**config.mk**
```make
export PLATFORM = sky130hd
export DESIGN_NAME = jeop_seq
export DESIGN_NICKNAME = d
export VERILOG_FILES = /design/src/rtl/core/jeop_pkg.sv /design/src/rtl/core/jeop_alu.sv /design/src/rtl/core/jeop_seq.sv
export SDC_FILE = /design/constraint.sdc
export NUM_CORES = 1
export LEC_CHECK = 0
export ABC_AREA = 1
export BUFFER_PORTS_ARGS = -buffer_cell sky130_fd_sc_hd__buf_2
export CAP_MARGIN = 20
export CORE_ASPECT_RATIO = 0.7
export CORE_MARGIN = 2
export CORE_UTILIZATION = 48
export DETAILED_ROUTE_END_ITERATION = 10
export PLACE_DENSITY = 0.61
export SLEW_MARGIN = 20
export SYNTH_ARGS = -nofsm -noshare
export SYNTH_HDL_FRONTEND = slang
export SYNTH_SLANG_ARGS = --single-unit
```
**constraint.sdc**
```tcl
create_clock -name clk -period 14.35 [get_ports clk]
set_clock_uncertainty 0.05 [all_clocks]
set_input_delay 2.87 -clock clk [delete_from_list [all_inputs] [get_ports clk]]
set_output_delay 2.87 -clock clk [all_outputs]
set_load 0.02 [all_outputs]
```
**src/rtl/core/jeop_pkg.sv**
```systemverilog
// Shared types and constants for the JPEG Exif orientation parser.
package jeop_pkg;

  // Byte buffer geometry.
  localparam int BUF_BYTES = 65536;
  localparam int ADDR_W    = $clog2(BUF_BYTES);
  localparam int CNT_W     = $clog2(BUF_BYTES + 1);

  // Width of the shared adder and comparator; holds any position or offset sum.
  localparam int ALU_W = 34;

  // Marker codes.
  localparam logic [7:0] MK_PREFIX = 8'hFF;
  localparam logic [7:0] MK_SOI    = 8'hD8;
  localparam logic [7:0] MK_APP1   = 8'hE1;
  localparam logic [7:0] MK_SOS    = 8'hDA;
  localparam logic [7:0] MK_TEM    = 8'h01;
  localparam logic [7:0] MK_RST_LO = 8'hD0;
  localparam logic [7:0] MK_RST_HI = 8'hD7;

  // Exif and TIFF header codes.
  localparam logic [31:0] EXIF_ID      = 32'h45786966;
  localparam logic [15:0] ORDER_MM     = 16'h4D4D;
  localparam logic [15:0] ORDER_II     = 16'h4949;
  localparam logic [15:0] TAG_ORIENT   = 16'h0112;
  localparam logic [15:0] APP1_MIN_LEN = 16'd16;
  localparam logic [15:0] APP1_HDR_LEN = 16'd8;
  localparam int          ENTRY_BYTES  = 12;

  // One input request: a file byte and the end-of-file mark.
  typedef struct packed {
    logic [7:0] data_byte;
    logic       last;
  } item_t;

  // One result.
  typedef struct packed {
    logic [15:0] orientation;
    logic        overflow;
  } result_t;

  // Sequencer to buffer controls.
  typedef struct packed {
    logic              clr;
    logic [ADDR_W-1:0] raddr;
  } buf_ctl_t;

  // Buffer status seen by the sequencer.
  typedef struct packed {
    logic [CNT_W-1:0] count;
    logic             dropped;
    logic [7:0]       q;
  } buf_sts_t;

endpackage

```
**src/rtl/core/jeop_alu.sv**
```systemverilog
// Shared adder with unsigned compare of the sum against a bound.
module jeop_alu (
  input  logic [jeop_pkg::ALU_W-1:0] a,
  input  logic [jeop_pkg::ALU_W-1:0] b,
  input  logic [jeop_pkg::ALU_W-1:0] c,
  output logic [jeop_pkg::ALU_W-1:0] sum,
  output logic                       gt,
  output logic                       lt
);

  // One add, then both orderings against the bound.
  assign sum = a + b;
  assign gt  = (sum > c);
  assign lt  = (sum < c);

endmodule

```
**src/rtl/core/jeop_seq.sv**
```systemverilog
// Parse sequencer: walks the buffered file through the shared adder.
module jeop_seq (
  input  logic               clk,
  input  logic               rst,
  input  logic               go,
  input  jeop_pkg::buf_sts_t sts,
  output jeop_pkg::buf_ctl_t ctl,
  output logic               busy,
  output logic               done,
  output jeop_pkg::result_t  result
);

  localparam int AW = jeop_pkg::ALU_W;

  localparam logic [4:0] S_IDLE  = 5'd0;
  localparam logic [4:0] S_CHKN  = 5'd1;
  localparam logic [4:0] S_LDA   = 5'd2;
  localparam logic [4:0] S_LDD   = 5'd3;
  localparam logic [4:0] S_SOI   = 5'd4;
  localparam logic [4:0] S_WALK  = 5'd5;
  localparam logic [4:0] S_MARK  = 5'd6;
  localparam logic [4:0] S_SKIP  = 5'd7;
  localparam logic [4:0] S_E1A   = 5'd8;
  localparam logic [4:0] S_E1B   = 5'd9;
  localparam logic [4:0] S_HDR1  = 5'd10;
  localparam logic [4:0] S_HDR2  = 5'd11;
  localparam logic [4:0] S_HDR3  = 5'd12;
  localparam logic [4:0] S_OFF   = 5'd13;
  localparam logic [4:0] S_TIFF  = 5'd14;
  localparam logic [4:0] S_IFD   = 5'd15;
  localparam logic [4:0] S_CNT   = 5'd16;
  localparam logic [4:0] S_ENT   = 5'd17;
  localparam logic [4:0] S_TAG   = 5'd18;
  localparam logic [4:0] S_VAL   = 5'd19;
  localparam logic [4:0] S_NEXT1 = 5'd20;
  localparam logic [4:0] S_NEXT2 = 5'd21;
  localparam logic [4:0] S_FIN   = 5'd22;

  logic [4:0]    state;
  logic [4:0]    ret;
  logic [AW-1:0] ld_addr;
  logic [3:0]    ld_left;
  logic [31:0]   sh;
  logic [AW-1:0] pos;
  logic [AW-1:0] ex;
  logic [AW-1:0] base;
  logic [AW-1:0] bound;
  logic [AW-1:0] eaddr;
  logic [31:0]   off;
  logic [15:0]   seg;
  logic [15:0]   tsize;
  logic [15:0]   cnt;
  logic [15:0]   idx;
  logic          big;
  logic [15:0]   res_val;

  logic [AW-1:0] alu_a;
  logic [AW-1:0] alu_b;
  logic [AW-1:0] alu_c;
  logic [AW-1:0] alu_sum;
  logic          alu_gt;
  logic          alu_lt;

  logic [15:0]   rd16;
  logic [31:0]   rd32;
  logic [7:0]    mk;

  // Field assembly from the byte shift register in the file's byte order.
  assign rd16 = big ? sh[15:0] : {sh[7:0], sh[15:8]};
  assign rd32 = big ? sh : {sh[7:0], sh[15:8], sh[23:16], sh[31:24]};
  assign mk   = sh[23:16];

  jeop_alu u_alu (
    .a   (alu_a),
    .b   (alu_b),
    .c   (alu_c),
    .sum (alu_sum),
    .gt  (alu_gt),
    .lt  (alu_lt)
  );

  // Operand selection for the shared adder, one use per state.
  always_comb begin
    alu_a = '0;
    alu_b = '0;
    alu_c = '0;
    case (state)
      S_CHKN: begin
        alu_a = AW'(4);
        alu_c = AW'(sts.count);
      end
      S_WALK: begin
        alu_a = pos;
        alu_b = AW'(4);
        alu_c = AW'(sts.count);
      end
      S_MARK, S_E1A: begin
        alu_a = pos;
        alu_b = AW'(2);
      end
      S_SKIP: begin
        alu_a = pos;
        alu_b = AW'(seg);
      end
      S_E1B: begin
        alu_a = ex;
        alu_b = AW'(seg);
        alu_c = AW'(sts.count);
      end
      S_OFF: begin
        alu_a = AW'(rd32);
        alu_b = AW'(2);
        alu_c = AW'(tsize);
      end
      S_TIFF: begin
        alu_a = ex;
        alu_b = AW'(6);
      end
      S_IFD: begin
        alu_a = base;
        alu_b = AW'(off);
      end
      S_CNT: begin
        alu_a = AW'(off);
        alu_b = AW'(2);
      end
      S_ENT, S_NEXT1: begin
        alu_a = bound;
        alu_b = AW'(jeop_pkg::ENTRY_BYTES);
        alu_c = AW'(tsize);
      end
      S_NEXT2: begin
        alu_a = eaddr;
        alu_b = AW'(jeop_pkg::ENTRY_BYTES);
      end
      default: begin
        alu_a = '0;
      end
    endcase
  end

  // Control state of the sequencer.
  always_ff @(posedge clk) begin
    if (rst) begin
      state <= S_IDLE;
      done  <= 1'b0;
    end else begin
      done <= 1'b0;
      case (state)
        S_IDLE: begin
          if (go) begin
            state <= S_CHKN;
          end
        end
        S_CHKN: begin
          if (alu_gt) begin
            state <= S_FIN;
          end else begin
            state <= S_LDA;
          end
        end
        S_LDA: begin
          state <= S_LDD;
        end
        S_LDD: begin
          if (ld_left == 4'd1) begin
            state <= ret;
          end else begin
            state <= S_LDA;
          end
        end
        S_SOI: begin
          if (sh[15:0] == {jeop_pkg::MK_PREFIX, jeop_pkg::MK_SOI}) begin
            state <= S_WALK;
          end else begin
            state <= S_FIN;
          end
        end
        S_WALK: begin
          state <= alu_lt ? S_LDA : S_FIN;
        end
        S_MARK: begin
          if (sh[31:24] != jeop_pkg::MK_PREFIX || mk == jeop_pkg::MK_SOS) begin
            state <= S_FIN;
          end else if (mk inside {jeop_pkg::MK_TEM,
                                  [jeop_pkg::MK_RST_LO:jeop_pkg::MK_RST_HI]}) begin
            state <= S_WALK;
          end else if (mk == jeop_pkg::MK_APP1) begin
            state <= S_E1A;
          end else begin
            state <= S_SKIP;
          end
        end
        S_SKIP: begin
          state <= S_WALK;
        end
        S_E1A: begin
          state <= S_E1B;
        end
        S_E1B: begin
          if (alu_gt || seg < jeop_pkg::APP1_MIN_LEN) begin
            state <= S_FIN;
          end else begin
            state <= S_LDA;
          end
        end
        S_HDR1: begin
          state <= (sh == jeop_pkg::EXIF_ID) ? S_LDA : S_FIN;
        end
        S_HDR2: begin
          if (sh[31:16] == 16'h0000 &&
              (sh[15:0] == jeop_pkg::ORDER_MM || sh[15:0] == jeop_pkg::ORDER_II)) begin
            state <= S_LDA;
          end else begin
            state <= S_FIN;
          end
        end
        S_HDR3: begin
          state <= S_LDA;
        end
        S_OFF: begin
          state <= alu_gt ? S_FIN : S_TIFF;
        end
        S_TIFF: begin
          state <= S_IFD;
        end
        S_IFD: begin
          state <= S_LDA;
        end
        S_CNT: begin
          state <= S_ENT;
        end
        S_ENT: begin
          if (idx == cnt || alu_gt) begin
            state <= S_FIN;
          end else begin
            state <= S_LDA;
          end
        end
        S_TAG: begin
          state <= (rd16 == jeop_pkg::TAG_ORIENT) ? S_LDA : S_NEXT1;
        end
        S_VAL: begin
          state <= S_FIN;
        end
        S_NEXT1: begin
          state <= S_NEXT2;
        end
        S_NEXT2: begin
          state <= S_ENT;
        end
        S_FIN: begin
          state <= S_IDLE;
          done  <= 1'b1;
        end
        default: begin
          state <= S_IDLE;
        end
      endcase
    end
  end

  // Datapath registers: byte loads, positions, offsets and the answer.
  always_ff @(posedge clk) begin
    case (state)
      S_IDLE: begin
        res_val <= '0;
        big     <= 1'b1;
      end
      S_CHKN: begin
        ld_addr <= '0;
        ld_left <= 4'd2;
        ret     <= S_SOI;
      end
      S_LDD: begin
        sh      <= {sh[23:0], sts.q};
        ld_addr <= ld_addr + 1'b1;
        ld_left <= ld_left - 1'b1;
      end
      S_SOI: begin
        pos <= AW'(2);
      end
      S_WALK: begin
        ld_addr <= pos;
        ld_left <= 4'd4;
        ret     <= S_MARK;
      end
      S_MARK: begin
        pos <= alu_sum;
        seg <= sh[15:0];
      end
      S_SKIP: begin
        pos <= alu_sum;
      end
      S_E1A: begin
        ex <= alu_sum;
      end
      S_E1B: begin
        tsize   <= seg - jeop_pkg::APP1_HDR_LEN;
        ld_addr <= ex;
        ld_left <= 4'd4;
        ret     <= S_HDR1;
      end
      S_HDR1: begin
        ld_left <= 4'd4;
        ret     <= S_HDR2;
      end
      S_HDR2: begin
        big     <= (sh[15:0] == jeop_pkg::ORDER_MM);
        ld_left <= 4'd2;
        ret     <= S_HDR3;
      end
      S_HDR3: begin
        ld_left <= 4'd4;
        ret     <= S_OFF;
      end
      S_OFF: begin
        off <= rd32;
      end
      S_TIFF: begin
        base <= alu_sum;
      end
      S_IFD: begin
        ld_addr <= alu_sum;
        ld_left <= 4'd2;
        ret     <= S_CNT;
      end
      S_CNT: begin
        cnt   <= rd16;
        bound <= alu_sum;
        eaddr <= ld_addr;
        idx   <= '0;
      end
      S_ENT: begin
        ld_addr <= eaddr;
        ld_left <= 4'd2;
        ret     <= S_TAG;
      end
      S_TAG: begin
        ld_left <= 4'd8;
        ret     <= S_VAL;
      end
      S_VAL: begin
        res_val <= rd16;
      end
      S_NEXT1: begin
        bound <= alu_sum;
        idx   <= idx + 1'b1;
      end
      S_NEXT2: begin
        eaddr <= alu_sum;
      end
      S_FIN: begin
        result.orientation <= res_val;
        result.overflow    <= sts.dropped;
      end
      default: begin
        ld_left <= ld_left;
      end
    endcase
  end

  assign busy      = (state != S_IDLE);
  assign ctl.raddr = ld_addr[jeop_pkg::ADDR_W-1:0];
  assign ctl.clr   = (state == S_FIN);

endmodule

```
Yosys cells after proc, flatten, opt, wreduce, memory -nomap -nowiden:

Index checks and enable logic that the tools add are counted.

* flip-flop bits (word level): 381
* input port bits: 29
* output and inout bits: 36

* add/sub/neg operators: 5
* reduce and logical (&&, ||, !) cells: 32
* magnitude comparators: 5
* multiplexer cells: 29
* equality and inequality tests: 34

Operators with widths (count)
* 34-bit one-hot mux with 8 select lines: 1
* 34-bit one-hot mux with 6 select lines: 1
* 32-bit one-hot mux with 6 select lines: 1
* 34-bit one-hot mux with 2 select lines: 2
* 5-bit one-hot mux with 20 select lines: 1
* 16-bit one-hot mux with 2 select lines: 2
* 5-bit 2-to-1 mux: 12
* 5-bit one-hot mux with 9 select lines: 1
* 5-bit by 4-bit equality test with 1-bit output (second input constant): 8
* 5-bit equality test (second input constant): 7
* 34-bit by 1-bit adder with 34-bit output (second input constant): 1
* 34-bit by 32-bit adder with 34-bit output: 1
* 34-bit by 17-bit > comparator with 1-bit output: 1
* 34-bit by 17-bit < comparator with 1-bit output: 1
* 17-bit one-hot mux with 2 select lines: 1
* 16-bit by 15-bit equality test with 1-bit output (second input constant): 2
* 32-bit by 31-bit equality test with 1-bit output (second input constant): 1
* 32-bit 2-to-1 mux: 1
* 5-bit by 3-bit equality test with 1-bit output (second input constant): 4
* 16-bit by 1-bit adder with 16-bit output (second input constant): 1
* 16-bit equality test: 1
* 16-bit equality test (second input constant): 1
* 16-bit by 9-bit equality test with 1-bit output (second input constant): 1
* 8-bit equality test (second input constant): 2
* 28 further kinds: 50

Longest topological paths before layout:

* depth after elaboration: 8
* mapped depth: 38
* depth with buffers taken out: 37

Hierarchy:

A second synthesis with hierarchy kept.

* cell total of the unflattened synthesis: 2535
* area total of the unflattened synthesis: 22046.1 µm²

By module, submodules not included
* jeop_seq: area an instance 18854.3 µm², cells each 1935, instances 1
* jeop_alu: area an instance 3191.8 µm², cells each 600, instances 1

Worst setup path before layout:

OpenSTA, ideal clock, no wires.

* path type: reg2reg
* start: register state[0]
* end: register state[4]
* slack: 9.072 ns
* path buffers: 1
* setup time: 0.109 ns
* arrival: 5.119 ns
* clock period less this slack: 5.278 ns
* cell stages (with the launch flop): 34
* path through: dfxtp_1 -> inv_2 -> nor2_2 -> inv_1 -> nor2_1 -> clkbuf_1 -> a22oi_1 -> nand3_1 -> ha_1 -> nand3_1 -> nand3_1 -> nand2_1 -> nand2_1 -> nand2_1 -> nand2_1 -> xnor2_1 -> inv_1 -> ha_1 -> a21oi_1 -> nor2_1 -> a211oi_1 -> nand2_1 -> a21oi_1 -> nor2_1 -> nor2_1 -> nand3_1 -> nand2_1 -> nand2_1 -> nand2_1 -> nand2_1 -> nor2_1 -> nand3_1 -> nand2_1 -> inv_1

* longest elaborated chain between the ends: 8

Ends and longest elaborated chain
* from (decl): line jeop_seq.sv:39 `logic [4:0] state;`
* from (signal assigned): line jeop_seq.sv:167 `state <= ret;`
* from (signal assigned): line jeop_seq.sv:180 `state <= alu_lt ? S_LDA : S_FIN;`
* from (signal assigned): line jeop_seq.sv:208 `state <= (sh == jeop_pkg::EXIF_ID) ? S_LDA : S_FIN;`
* 5-bit by 3-bit equality test with 1-bit output (tied with other cells): line jeop_seq.sv:87 `case (state)`
* 4-bit OR reduction (no source line) (tied with other cells)
* 34-bit one-hot mux with 8 select lines / 32-bit one-hot mux with 6 select lines (equally long branches): line jeop_seq.sv:87
* 34-bit by 32-bit adder with 34-bit output *: line jeop_alu.sv:12 `assign sum = a + b;`
* via alu_sum[11]: line jeop_seq.sv:60 `logic [AW-1:0] alu_sum;`
* 34-bit by 17-bit > comparator with 1-bit output: line jeop_alu.sv:13 `assign gt = (sum > c);`
* 1-bit logical OR, on equally long branches: line jeop_seq.sv:234, jeop_seq.sv:201
* 5-bit 2-to-1 mux, on equally long branches: line jeop_seq.sv:234, jeop_seq.sv:201
* 5-bit one-hot mux with 20 select lines *: line jeop_seq.sv:149 `case (state)`

The timed path passes the listed nets; every way through them passes the cells marked *.
A chain may end at the register's enable or synchronous reset.

Worst setup path after layout:

* start: register state[4]
* end: register state[4]

Same word-level chain as after synthesis.

==> impl_metrics.env <==
export IMPL_status="finished clean"
export IMPL_final_cells=3043
export IMPL_hold_viol=0
export IMPL_fmax_mhz=129.0
export IMPL_grt_max_degree=57
export IMPL_cts_sinks=381
export IMPL_ys_seq_elements=381
export IMPL_clk_latency_ns=0.56
export IMPL_grt_pass1_wl_um=113600
export IMPL_critical_path_arrival_ns=8.17
export IMPL_yosys_warnings=0
export IMPL_cts_clk_slew_worst_paths_ns=0.06
export IMPL_cpMostUsedCell="nand2_1"
export IMPL_yosys_area_top_type="edfxtp_1"
export IMPL_r2r_end="state[4]"
export IMPL_ctsResizeCount=0
export IMPL_grt_overflow=0
export IMPL_fp_coreArea_um2=43560
export IMPL_min_from="res_val[13]"
export IMPL_antenna_left=0
export IMPL_fin_crit_ns=7.753
export IMPL_cts_inserted_buffers=42
export IMPL_crit_fanout=37
export IMPL_p_sw_w=0.001369
export IMPL_cts_tree="done"
export IMPL_syn_avg_cell_area_um2=8.936
export IMPL_rsz0062_at_grt="no"
export IMPL_cts_root_buf="clkbuf_16"
export IMPL_rr_startpoint="state[4]"
export IMPL_hold_path_depth=0
export IMPL_drt_wl_total_um=78970
export IMPL_worstMarginPinSlew_ns=1.086
export IMPL_synth_top_cell_area_share_pct=53.37
export IMPL_slew_headroom_pct=27.17
export IMPL_setup_viol=0
export IMPL_rows=64
export IMPL_grt_usage_pct=34.30
export IMPL_comb_power_share_pct=27.3
export IMPL_syn_area_um2=21100
export IMPL_area_growth_pct=11.15
export IMPL_finalSetupTns_ns=0
export IMPL_reg2reg_slack_ns=6.60
export IMPL_required_ns=14.76
export IMPL_syn_num_nets=2445
export IMPL_synth_edf_count=375
export IMPL_hp_class="reg2reg"
export IMPL_cts_htree_levels=2
export IMPL_syn_inst=2361
export IMPL_synth_area_leaders="edfxtp_1 53%, nand2_1 10%, inv_1 6.2%"
export IMPL_pwr_share_clk_pct=29.0
export IMPL_gp_congestion=1.044
export IMPL_reg2reg_depth=34
export IMPL_p_int_w=0.002401
export IMPL_start_util_pct=48.43
export IMPL_switching_share_pct=36.31
export IMPL_cap_violations=0
export IMPL_num_antenna_cells=0
export IMPL_first_global_vias=16910
export IMPL_crit_path_top_delay_cell="nand2_1"
export IMPL_via_count=18630
export IMPL_first_pass_iters=6
export IMPL_p_leak_nw=9.579
export IMPL_clockBufferDepth=3
export IMPL_route_detailed_drc=0
export IMPL_yosysMostFrequentCell="nand2_1"
export IMPL_finalCritPeriodShare_pct=54.03
export IMPL_seq_area_frac_synth_pct=53.94
export IMPL_async_flop_share_pct=0
export IMPL_powerDensity_nw_per_um2=160.8
export IMPL_io_pins=65
export IMPL_p_seq_share_pct=43.7
export IMPL_routedWlPerCell_um=25.95
export IMPL_vdd_drop_max_uv=84.73
export IMPL_cp_start_kind="register"
export IMPL_ys_top_cells_by_count="562 x nand2_1, 375 x edfxtp_1, 351 x inv_1, 264 x nor2_1, 130 x o21ai_0"
export IMPL_die_h_um=179.4
export IMPL_fp_dieW_um=254.6
export IMPL_critPathCaptureType="register"
export IMPL_grt_antenna_before_repair=2
export IMPL_initialDrtViolationCount=2998
export IMPL_vias_per_cell=6.121
export IMPL_pre_cts_ws_ns=6.918
export IMPL_portBuffers=64
export IMPL_ys_flop_type="edfxtp_1"
export IMPL_dp_hpwl_um=57700
export IMPL_layout_drive_gt1_share_pct=8.657
export IMPL_synth_cell_types=53
export IMPL_ctsHoldBuffers=0
export IMPL_finalWorstSetupSlack_ns=6.597
export IMPL_min_to="result[14]"
export IMPL_dp_cells=2967
export IMPL_critical_path_class="reg2reg"
export IMPL_max_stage_delay_ns=0.73
export IMPL_die_area_um2=45680
export IMPL_final_nets=2503
export IMPL_slew_violations=0
export IMPL_postCtsSetupBuffers=0
==> cell usage in the layout (no fill, tap or decap), types with 28 or more instances in the layout <==
cell and n:
nor3_1 32, o21ai_0 129, a221oi_1 58, nand4_1 45, nor2_1 260, nand3_1 88
nand2_1 560, edfxtp_1 375, buf_4 30, a21oi_1 59, o2111ai_1 28, inv_1 347
buf_2 64, clkbuf_16 43, ha_1 54
==> per-layer routing <==
layer  wire (um)  vias to the layer above  part of all wire (%)  GRT usage, %
li1            -                     8209                     -             -
met3       11080                      154                    14         9.108
met2       30590                     1301                    39         44.62
met5           0                        -                     0             0
met1       34630                     8962                    44         54.69
met4        2668                        0                   3.4         10.64
==> final cells by class <==
class                   instances  area (um^2)
clock buffers                  48         1095
clock inverters                26        254.0
fillers                      4061        20110
inverters                     366         1374
multi-input cells            1532         8031
flip-flops and latches        381        11380
well taps                     594        743.2
repair buffers                 96        573.1
==> worst max-delay path by stage <==
| stage | from | slack [ns] | to |
|---|---|---|---|
| floorplan | state[0] | 9.07 | state[4] |
| global placement | state[4] | 7.20 | state[4] |
| CTS | state[4] | 6.89 | state[4] |
| global route | state[4] | 6.19 | state[4] |
| detailed placement | state[4] | 6.92 | state[4] |
| finish | state[4] | 6.60 | state[4] |
==> worst max-delay path, delay by kind of cell (launching register included) <==
family / cells / cell delay, ns
flops: 1 / 0.54
buf+inv: 4 / 1.11
compound gates: 3 / 0.72
simple gates: 23 / 3.57
fa+ha+maj: 3 / 1.08
xor+xnor: 1 / 0.49
==> cell families after synthesis <==
| kind of cell | count (synthesis) | synth area share [%] |
|---|---|---|
| compound gates | 382 | 11.83 |
| xor+xnor | 40 | 1.660 |
| fa+ha+maj | 55 | 3.297 |
| buf+inv | 448 | 8.290 |
| flops | 381 | 53.94 |
| simple gates | 1055 | 20.98 |
==> registers in the layout, summed over array words and instances (netlist names), 4 cells and up <==
signal and cells:
cnt 16, ex 34, sh 32, result 17, ld_addr 34, bound 34
ld_left 4, eaddr 34, ret 5, state 5, pos 34, res_val 16
tsize 16, seg 16, base 34, off 32, idx 16
==> metrics by stage <==
step                hold slack (ns)  area (um^2)  util [%]  power [W]
finish                       0.3675        23450     53.83   0.003770
global route                 0.3806        23450     53.83   0.003918
CTS                          0.3686        23420     53.77   0.003741
detailed placement           0.3545        22070     50.68   0.002658
global placement             0.3537        22070     50.68   0.002639
floorplan                    0.3503        21100         -   0.002265
==> power groups by stage <==
stage | registers [W] | clock network (W) | logic (W)
finish | 0.00165 | 0.00109 | 0.00103
global route | 0.00167 | 0.00114 | 0.00111
CTS | 0.00164 | 0.00110 | 0.00100
detailed placement | 0.00166 | 0 | 0.000996
global placement | 0.00166 | 0 | 0.000982
floorplan | 0.00161 | 0 | 0.000654
Power figures use the tool's default switching activity.
